[src/rtl/core/udpsd_pkg.sv]
// types and constants shared by the udp socket bind and demux table
`timescale 1ns / 1ps

package udpsd_pkg;

   localparam int IP_W    = 32;
   localparam int PORT_W  = 16;
   localparam int STAT_W  = 3;
   localparam int SLOT_W  = 4;

   localparam logic MODE_BIND    = 1'b0;
   localparam logic MODE_DELIVER = 1'b1;

   localparam logic [STAT_W-1:0] STAT_OK       = 3'd0;
   localparam logic [STAT_W-1:0] STAT_IN_USE   = 3'd1;
   localparam logic [STAT_W-1:0] STAT_FULL     = 3'd2;
   localparam logic [STAT_W-1:0] STAT_NO_PORT  = 3'd3;
   localparam logic [STAT_W-1:0] STAT_NO_MATCH = 3'd4;

   localparam logic [PORT_W-1:0] PORT_ANY        = 16'd0;
   localparam logic [PORT_W-1:0] FIRST_EPHEMERAL = 16'd1024;
   localparam logic [PORT_W-1:0] LAST_EPHEMERAL  = 16'd65534;
   localparam logic [IP_W-1:0]   IP_ANY          = 32'd0;

   typedef struct packed {
      logic              mode;
      logic [IP_W-1:0]   ip;
      logic [PORT_W-1:0] port;
   } tok_type;

   typedef struct packed {
      logic [IP_W-1:0]   ip;
      logic [PORT_W-1:0] port;
   } entry_type;

   typedef struct packed {
      logic [STAT_W-1:0] status;
      logic [SLOT_W-1:0] slot;
      logic [PORT_W-1:0] bound_port;
      logic              last;
   } rsp_type;

endpackage

[src/rtl/core/udpsd_cell.sv]
// one table cell: holds an entry, compares the passing query and hands it on
`timescale 1ns / 1ps

module udpsd_cell (
   input  logic                clock,
   input  logic                wr_en,
   input  udpsd_pkg::entry_type wr_data,
   input  udpsd_pkg::tok_type   tok_left,
   output udpsd_pkg::tok_type   tok_right,
   output logic                hit
);
   import udpsd_pkg::*;

   tok_type   tok_ff;
   entry_type entry_ff;
   logic      ip_ok;

   always_ff @(posedge clock) begin
      tok_ff <= tok_left;
      if (wr_en) begin
         entry_ff <= wr_data;
      end
   end

   // wildcard on the query side only counts for a bind
   assign ip_ok = (entry_ff.ip == IP_ANY) || (entry_ff.ip == tok_ff.ip) ||
                  ((tok_ff.mode == MODE_BIND) && (tok_ff.ip == IP_ANY));

   assign hit       = (entry_ff.port == tok_ff.port) && ip_ok;
   assign tok_right = tok_ff;

endmodule

[src/rtl/core/udpsd_ctrl.sv]
// sequencer: feeds queries into the cell chain, allocates ports, writes entries, emits results
`timescale 1ns / 1ps

module udpsd_ctrl #(
   parameter int TABLE_DEPTH = 16
) (
   input  logic                           clock,
   input  logic                           reset,
   input  logic                           start,
   output logic                           busy,
   input  logic                           req_mode,
   input  logic [udpsd_pkg::IP_W-1:0]     req_ip_address,
   input  logic [udpsd_pkg::PORT_W-1:0]   req_port,
   output udpsd_pkg::tok_type             tok_out,
   input  logic [TABLE_DEPTH-1:0]         hit_vec,
   output logic [TABLE_DEPTH-1:0]         wr_en,
   output udpsd_pkg::entry_type           wr_data,
   output logic                           rsp_strobe,
   output udpsd_pkg::rsp_type             rsp
);
   import udpsd_pkg::*;

   localparam int IDX_W = (TABLE_DEPTH > 1) ? $clog2(TABLE_DEPTH) : 1;
   localparam int CNT_W = IDX_W + 1;

   typedef enum logic [3:0] {
      S_IDLE  = 4'b0001,
      S_LOAD  = 4'b0010,
      S_SCAN  = 4'b0100,
      S_FINAL = 4'b1000
   } state_type;

   state_type         state_ff, state_in;
   logic              q_mode_ff, q_mode_in;
   logic [IP_W-1:0]   q_ip_ff, q_ip_in;
   logic [PORT_W-1:0] q_port_ff, q_port_in;
   logic              alloc_ff, alloc_in;
   logic [IDX_W-1:0]  scan_idx_ff, scan_idx_in;
   logic [CNT_W-1:0]  count_ff, count_in;
   logic              pend_ff, pend_in;
   logic [IDX_W-1:0]  pend_slot_ff, pend_slot_in;
   logic              rsp_strobe_ff, rsp_strobe_in;
   rsp_type           rsp_ff, rsp_in;

   logic              hit;
   logic              scan_end;
   logic              full;
   logic              do_write;
   logic [IDX_W+SLOT_W-1:0] pend_slot_ext;
   logic [IDX_W+SLOT_W-1:0] count_slot_ext;

   assign hit           = hit_vec[scan_idx_ff];
   assign scan_end      = (({1'b0, scan_idx_ff} + CNT_W'(1)) == count_ff);
   assign full          = (count_ff == CNT_W'(TABLE_DEPTH));
   assign pend_slot_ext = {{SLOT_W{1'b0}}, pend_slot_ff};
   assign count_slot_ext = {{SLOT_W{1'b0}}, count_ff[IDX_W-1:0]};
   assign do_write      = (state_ff == S_FINAL) && (q_mode_ff == MODE_BIND) && !full;

   always_comb begin
      for (int i = 0; i < TABLE_DEPTH; i++) begin
         wr_en[i] = do_write && (count_ff[IDX_W-1:0] == IDX_W'(i));
      end
   end

   assign wr_data.ip   = q_ip_ff;
   assign wr_data.port = q_port_ff;

   assign tok_out.mode = q_mode_ff;
   assign tok_out.ip   = q_ip_ff;
   assign tok_out.port = q_port_ff;

   assign busy       = (state_ff != S_IDLE);
   assign rsp_strobe = rsp_strobe_ff;
   assign rsp        = rsp_ff;

   always_comb begin
      state_in      = state_ff;
      q_mode_in     = q_mode_ff;
      q_ip_in       = q_ip_ff;
      q_port_in     = q_port_ff;
      alloc_in      = alloc_ff;
      scan_idx_in   = scan_idx_ff;
      count_in      = count_ff;
      pend_in       = pend_ff;
      pend_slot_in  = pend_slot_ff;
      rsp_strobe_in = 1'b0;
      rsp_in        = rsp_ff;

      unique case (state_ff)
         S_IDLE: begin
            if (start) begin
               q_mode_in = req_mode;
               q_ip_in   = req_ip_address;
               alloc_in  = (req_mode == MODE_BIND) && (req_port == PORT_ANY);
               q_port_in = ((req_mode == MODE_BIND) && (req_port == PORT_ANY)) ?
                           FIRST_EPHEMERAL : req_port;
               pend_in   = 1'b0;
               state_in  = S_LOAD;
            end
         end
         S_LOAD: begin
            scan_idx_in = '0;
            state_in    = (count_ff == '0) ? S_FINAL : S_SCAN;
         end
         S_SCAN: begin
            if (q_mode_ff == MODE_BIND) begin
               if (hit) begin
                  if (alloc_ff && (q_port_ff != LAST_EPHEMERAL)) begin
                     q_port_in = q_port_ff + PORT_W'(1);
                     state_in  = S_LOAD;
                  end else begin
                     rsp_strobe_in     = 1'b1;
                     rsp_in.status     = alloc_ff ? STAT_NO_PORT : STAT_IN_USE;
                     rsp_in.slot       = '0;
                     rsp_in.bound_port = '0;
                     rsp_in.last       = 1'b1;
                     state_in          = S_IDLE;
                  end
               end else if (scan_end) begin
                  state_in = S_FINAL;
               end else begin
                  scan_idx_in = scan_idx_ff + IDX_W'(1);
               end
            end else begin
               if (hit) begin
                  if (pend_ff) begin
                     rsp_strobe_in     = 1'b1;
                     rsp_in.status     = STAT_OK;
                     rsp_in.slot       = pend_slot_ext[SLOT_W-1:0];
                     rsp_in.bound_port = '0;
                     rsp_in.last       = 1'b0;
                  end
                  pend_in      = 1'b1;
                  pend_slot_in = scan_idx_ff;
               end
               if (scan_end) begin
                  state_in = S_FINAL;
               end else begin
                  scan_idx_in = scan_idx_ff + IDX_W'(1);
               end
            end
         end
         S_FINAL: begin
            rsp_strobe_in     = 1'b1;
            rsp_in.last       = 1'b1;
            rsp_in.bound_port = '0;
            rsp_in.slot       = '0;
            if (q_mode_ff == MODE_BIND) begin
               if (full) begin
                  rsp_in.status = STAT_FULL;
               end else begin
                  rsp_in.status     = STAT_OK;
                  rsp_in.slot       = count_slot_ext[SLOT_W-1:0];
                  rsp_in.bound_port = q_port_ff;
                  count_in          = count_ff + CNT_W'(1);
               end
            end else if (pend_ff) begin
               rsp_in.status = STAT_OK;
               rsp_in.slot   = pend_slot_ext[SLOT_W-1:0];
            end else begin
               rsp_in.status = STAT_NO_MATCH;
            end
            state_in = S_IDLE;
         end
         default: begin
            state_in = S_IDLE;
         end
      endcase
   end

   always_ff @(posedge clock) begin
      if (reset) begin
         state_ff      <= S_IDLE;
         count_ff      <= '0;
         rsp_strobe_ff <= 1'b0;
      end else begin
         state_ff      <= state_in;
         count_ff      <= count_in;
         rsp_strobe_ff <= rsp_strobe_in;
      end
   end

   always_ff @(posedge clock) begin
      q_mode_ff    <= q_mode_in;
      q_ip_ff      <= q_ip_in;
      q_port_ff    <= q_port_in;
      alloc_ff     <= alloc_in;
      scan_idx_ff  <= scan_idx_in;
      pend_ff      <= pend_in;
      pend_slot_ff <= pend_slot_in;
      rsp_ff       <= rsp_in;
   end

`ifndef NO_ASSERTIONS
   a_single_write: assert property (@(posedge clock) disable iff (reset)
      $onehot0(wr_en))
      else $error("more than one cell written at once");

   a_count_bound: assert property (@(posedge clock) disable iff (reset)
      count_ff <= CNT_W'(TABLE_DEPTH))
      else $error("entry count beyond table depth");

   a_write_gives_ok: assert property (@(posedge clock) disable iff (reset)
      (wr_en != '0) |=> (rsp_strobe && rsp.status == STAT_OK && rsp.last))
      else $error("entry written without a successful bind result");

   a_quiet_after_last: assert property (@(posedge clock) disable iff (reset)
      (rsp_strobe && rsp.last) |=> !rsp_strobe)
      else $error("result after the final transfer of an item");

   a_accept_busy: assert property (@(posedge clock) disable iff (reset)
      (start && !busy) |=> busy)
      else $error("accepted item did not raise busy");
`endif

endmodule

[src/rtl/core/udp_socket_bind_and_demux_table_top.sv]
// Bind/demux table for udp sockets. An item is accepted when start is high and busy is
// low. Each item runs passes through a chain of TABLE_DEPTH cells, one cell per cycle.
// A deliver keeps busy high while it scans all n bound entries, and so does a bind that
// succeeds or finds the table full; a bind refused on a clash at entry k stops there.
// A bind on port 0 first runs one extra pass for each candidate port found taken, each
// pass ending its scan at the clashing entry k; at most n candidates can be taken.
// Results come at most one per cycle on rsp_strobe, the last marked by rsp_last; the final
// one is on the ports in the first cycle with busy low, and the receiver cannot stall them.
`timescale 1ns / 1ps

module udp_socket_bind_and_demux_table_top #(
   parameter int TABLE_DEPTH = 16
) (
   input  logic                         clock,
   input  logic                         reset,
   input  logic                         start,
   output logic                         busy,
   input  logic                         req_mode,
   input  logic [udpsd_pkg::IP_W-1:0]   req_ip_address,
   input  logic [udpsd_pkg::PORT_W-1:0] req_port,
   output logic                         rsp_strobe,
   output logic [udpsd_pkg::STAT_W-1:0] rsp_status,
   output logic [udpsd_pkg::SLOT_W-1:0] rsp_slot,
   output logic [udpsd_pkg::PORT_W-1:0] rsp_bound_port,
   output logic                         rsp_last
);
   import udpsd_pkg::*;

   tok_type                tok_chain [TABLE_DEPTH+1];
   logic [TABLE_DEPTH-1:0] hit_vec;
   logic [TABLE_DEPTH-1:0] wr_en;
   entry_type              wr_data;
   rsp_type                rsp;

   udpsd_ctrl #(
      .TABLE_DEPTH (TABLE_DEPTH)
   ) u_ctrl (
      .clock          (clock),
      .reset          (reset),
      .start          (start),
      .busy           (busy),
      .req_mode       (req_mode),
      .req_ip_address (req_ip_address),
      .req_port       (req_port),
      .tok_out        (tok_chain[0]),
      .hit_vec        (hit_vec),
      .wr_en          (wr_en),
      .wr_data        (wr_data),
      .rsp_strobe     (rsp_strobe),
      .rsp            (rsp)
   );

   for (genvar i = 0; i < TABLE_DEPTH; i++) begin : g_cell
      udpsd_cell u_cell (
         .clock     (clock),
         .wr_en     (wr_en[i]),
         .wr_data   (wr_data),
         .tok_left  (tok_chain[i]),
         .tok_right (tok_chain[i+1]),
         .hit       (hit_vec[i])
      );
   end

   // tail of the chain
   logic tail_unused;
   assign tail_unused = ^tok_chain[TABLE_DEPTH];

   assign rsp_status     = rsp.status;
   assign rsp_slot       = rsp.slot;
   assign rsp_bound_port = rsp.bound_port;
   assign rsp_last       = rsp.last;

endmodule

[config.mk]
export PLATFORM = sky130hd
export DESIGN_NAME = udp_socket_bind_and_demux_table_top
export DESIGN_NICKNAME = d
export VERILOG_FILES = /design/src/rtl/core/udpsd_pkg.sv /design/src/rtl/core/udpsd_cell.sv /design/src/rtl/core/udpsd_ctrl.sv /design/src/rtl/core/udp_socket_bind_and_demux_table_top.sv
export SDC_FILE = /design/constraint.sdc
export NUM_CORES = 2
export LEC_CHECK = 0
export BUFFER_PORTS_ARGS = -buffer_cell sky130_fd_sc_hd__buf_2
export CAP_MARGIN = 20
export CORE_ASPECT_RATIO = 1.75
export CORE_UTILIZATION = 55
export DETAILED_ROUTE_END_ITERATION = 16
export GPL_TIMING_DRIVEN = 0
export PLACE_DENSITY = 0.76
export SLEW_MARGIN = 20
export SYNTH_ARGS = -nofsm -noshare
export SYNTH_HDL_FRONTEND = slang
export SYNTH_SLANG_ARGS = --single-unit
[constraint.sdc]
create_clock -name clock -period 8.02 [get_ports clock]
set_input_delay 1.604 -clock clock [delete_from_list [all_inputs] [get_ports clock]]
set_output_delay 1.604 -clock clock [all_outputs]
set_load 0.1 [all_outputs]
==> impl_metrics.py <==
metrics = {
    "yosys": {
        "synth_edf_count": 851,
        "synthTopCellsByCount": "edfxtp_1, dfxtp_1, xor2_1",
        "ys_types": 46,
        "yosysSeqAreaShare": 0.7739,
        "avgSynthCellArea_um2": 16.18,
        "synth_flop_cell": "edfxtp_1",
        "yosysMostFrequentCell": "edfxtp_1",
        "syn-cell-area_um2": 53560,
        "synth.top_cell.area_share": 0.4771,
        "synth_fp_nets": 3370,
        "synth_largest_area_cell": "edfxtp_1",
        "synthTopCellsByArea": "edfxtp_1, dfxtp_1, xor2_1",
        "synth_warnings": 0,
        "ys_ff_latch": 1645,
        "synthArstFlopShare": 0,
        "syn_inst": 3311,
    },
    "routing": {
        "drt-total-wl_um": 148100,
        "drc_errors": 0,
        "via_per_inst": 5.804,
        "num_vias": 29290,
        "routedWlPerCell_um": 29.35,
        "postRouteAntennaNets": 0,
        "drt_iter0_markers": 2457,
        "dr.pass1.iters": 7,
    },
    "min_path": {
        "holdPathStages": 0,
        "hold_class": "flip-flop to flip-flop",
        "holdPathEnd": "g_cell[3].u_cell.tok_right[12]",
        "hold_path_startpoint": "g_cell[2].u_cell.tok_right[12]",
    },
    "grt": {
        "antenna_found_initial": 1,
        "grt_max_degree": 35,
        "grt_pass1_vias": 30890,
        "grt_usage": 0.3036,
        "grt_overflow": 0,
        "grt_first_pass_wirelength_um": 208200,
    },
    "sta": {
        "rsz0062_at_grt": "no",
        "drv_slew": 0,
        "fin_crit_sh": 0.6097,
        "skew_ns": 0.02941,
        "worst_pin_slew_ns": 1.184,
        "setup_viol": 0,
        "slew_headroom": 0.2106,
        "fmax_mhz": 204.5,
        "fin_crit_ns": 4.890,
        "fin_tns_setup_ns": 0,
        "hold_viol_final": 0,
    },
    "critical_path": {
        "cp-end-kind": "flip-flop",
        "crit_chain": "xor2_1, nor4_1, nand4_1, nor3_1, o31ai_1, a22oi_1, o2111ai_1, and3_1, buf_6, o41ai_4, buf_4",
        "critPathArrivalTime_ns": 5.32,
        "reg2reg_from": "g_cell[14].u_cell.entry_ff[15]",
        "crit_family": "compound AO/OA/AOI/OAI gates",
        "required_ns": 8.45,
        "r2r_slack_ns": 3.13,
        "crit_fanout": 13,
        "crit_type": "flip-flop to flip-flop",
        "r2r_end": "u_ctrl.rsp[8]",
        "reg2regPathDepth": 11,
        "start_kind": "flip-flop",
        "max_stage_delay_ns": 0.74,
        "cp_slowest_cell": "o41ai_4",
        "path_buf_inv": 2,
    },
    "clock_network": {
        "clk_pin_slew_ns": 0.07,
        "clockBufferDepth": 3,
        "cts_hold_buf": 0,
        "cts_setup_buffers": 0,
        "cts-root-buf": "clkbuf_16",
        "numCtsBuffers": 133,
        "cts_tree": "yes",
        "cts_sinks": 1645,
        "cts_resized": 0,
        "clk-insertion-delay-late_ns": 0.74,
        "cts_max_level": 4,
    },
    "power_and_ir_drop": {
        "leakage_nw": 21.60,
        "powerDensity_nw_per_um2": 269.9,
        "peakVddDrop_mv": 0.2039,
    },
    "die": {
        "dieWidth_um": 237.9,
        "std_cell_rows": 151,
        "die_h_um": 414.8,
        "die-area_um2": 98680,
        "core_um2": 96540,
        "pin_count": 78,
        "start_util": 0.5547,
    },
    "place": {
        "numPortBuffers": 77,
        "hpwl_um": 109800,
        "place_congestion": 0.9838,
    },
    "layout": {
        "seqCellArea_um2": 41450,
        "n_fill_cell": 6692,
        "syn_to_final_growth_pct": 15.68,
        "multi_input_area_um2": 12120,
        "fin_util": 0.6417,
        "final_layout_size_suffix_gt1_frac": 0.1131,
        "nets": 3689,
    },
    "run_status": {
        "status": "completed",
    },
    "job": {
        "drv_cap": 0,
    },
}
[worst register-to-register path, cell delays in order (launching register included)]
cell and delay (ns):
edfxtp_1 0.38, xor2_1 0.16, nor4_1 0.51, nand4_1 0.16, nor3_1 0.67, o31ai_1 0.42, a22oi_1 0.42, o2111ai_1 0.32
and3_1 0.34, buf_6 0.17, o41ai_4 0.74, buf_4 0.34
[cell type report]
class,count,area share
antenna,6,0.0002423
buffer,16,0.001192
clock buffer,168,0.05887
clock inverter,78,0.01311
inverter,10,0.0006059
multi-input combinational,1640,0.1955
sequential,1645,0.6690
tap,1300,0.02625
timing repair buffer,184,0.03516
[how the worst max path moves through the flow]
stage / from / end / slack [ns] / cells after the start
floorplan: u_ctrl.state_ff[1] / g_cell[1].u_cell.entry_ff[0] / 2.67 / 7
CTS: g_cell[14].u_cell.entry_ff[15] / u_ctrl.rsp[8] / 3.26 / 11
finish: g_cell[14].u_cell.entry_ff[15] / u_ctrl.rsp[8] / 3.13 / 11
detailed placement: g_cell[14].u_cell.entry_ff[15] / u_ctrl.rsp[8] / 3.26 / 11
global route: g_cell[14].u_cell.entry_ff[15] / u_ctrl.rsp[8] / 3.17 / 11
global placement: u_ctrl.state_ff[1] / g_cell[2].u_cell.entry_ff[17] / 0.29 / 7
[cells by family (layout without fill, tap and decap cells)]
| kind of cell | Yosys count | in the layout | share of synthesized area |
|---|---|---|---|
| DFF | 1645 | 1645 | 0.7739 |
| xor gates and xnor gates | 794 | 794 | 0.1298 |
| and+or+nand+nor | 771 | 771 | 0.08324 |
| AOI/OAI and AO/OA | 67 | 67 | 0.009088 |
| buffers and inverters | 26 | 456 | 0.002079 |
| adders and majority gates | 7 | 7 | 0.001635 |
| muxes | 1 | 1 | 0.0001869 |
| other | 0 | 6 | 0 |
[power breakdown]
part	internal, mW	switching (mW)	total [mW]	leakage [nW]
logic	0.226	0.327	0.553	5.01
registers	9.14	0.389	9.53	14.4
clock network	3.66	2.97	6.64	2.18
total	13.0	3.69	16.7	21.6
[metrics by stage]
stage | power, mW | cells | instance area, um2 | setup slack (ns) | hold WS, ns
final | 16.72 | 5047 | 61960 | 3.130 | 0.3407
after global routing | 17.10 | 5041 | 61940 | 3.169 | 0.3559
after CTS | 16.74 | 5037 | 61840 | 3.256 | 0.3383
after detailed placement | 10.24 | 4791 | 57380 | 3.257 | 0.3503
after global placement | 10.15 | 4688 | 55570 | 0.2870 | 0.3511
after floorplan | 9.759 | 3311 | 53560 | 2.671 | 0.3320
[state kept, by name, indices dropped and copies added (netlist names)]
name / flops
g_cell.u_cell.tok_right: 784
g_cell.u_cell.entry_ff: 768
u_ctrl.q_ip_ff: 32
u_ctrl.rsp: 24
u_ctrl.q_port_ff: 16
u_ctrl.count_ff: 5
u_ctrl.pend_slot_ff: 4
u_ctrl.scan_idx_ff: 4
u_ctrl.state_ff: 4
u_ctrl.alloc_ff: 1
u_ctrl.pend_ff: 1
u_ctrl.q_mode_ff: 1
u_ctrl.rsp_strobe: 1
[cell usage in the layout, fill, tap and decap left out, types with 4 or more instances in the layout]
cell type / n
a211oi_1: 7
a21oi_1: 9
a22o_1: 4
and3_1: 19
buf_12: 9
buf_16: 23
buf_2: 79
buf_4: 18
buf_6: 6
buf_8: 53
bufinv_16: 12
clkbuf_1: 33
clkbuf_16: 139
clkbuf_8: 6
clkinv_1: 11
clkinv_2: 22
clkinv_4: 9
clkinvlp_4: 7
dfxtp_1: 794
diode_2: 6
edfxtp_1: 851
ha_1: 7
inv_1: 9
inv_6: 11
nand2_1: 50
nand2b_1: 5
nand3_1: 18
nand4_1: 143
nor2_1: 63
nor2_4: 12
nor3_1: 39
nor3_2: 4
nor4_1: 390
o21ai_0: 17
o31ai_1: 7
or3_1: 11
or4_1: 9
xnor2_1: 223
xor2_1: 571
[per-layer routing]
layer  up-vias  GRT usage  part of all wire
met1     14630     0.3091              0.33
met2      1243     0.5548              0.53
met4         2     0.2342             0.086
met5         -          0          0.000074
met3       490    0.04162             0.049
li1      12930          -                 -
No activity file was read; power rests on OpenSTA's default activity.
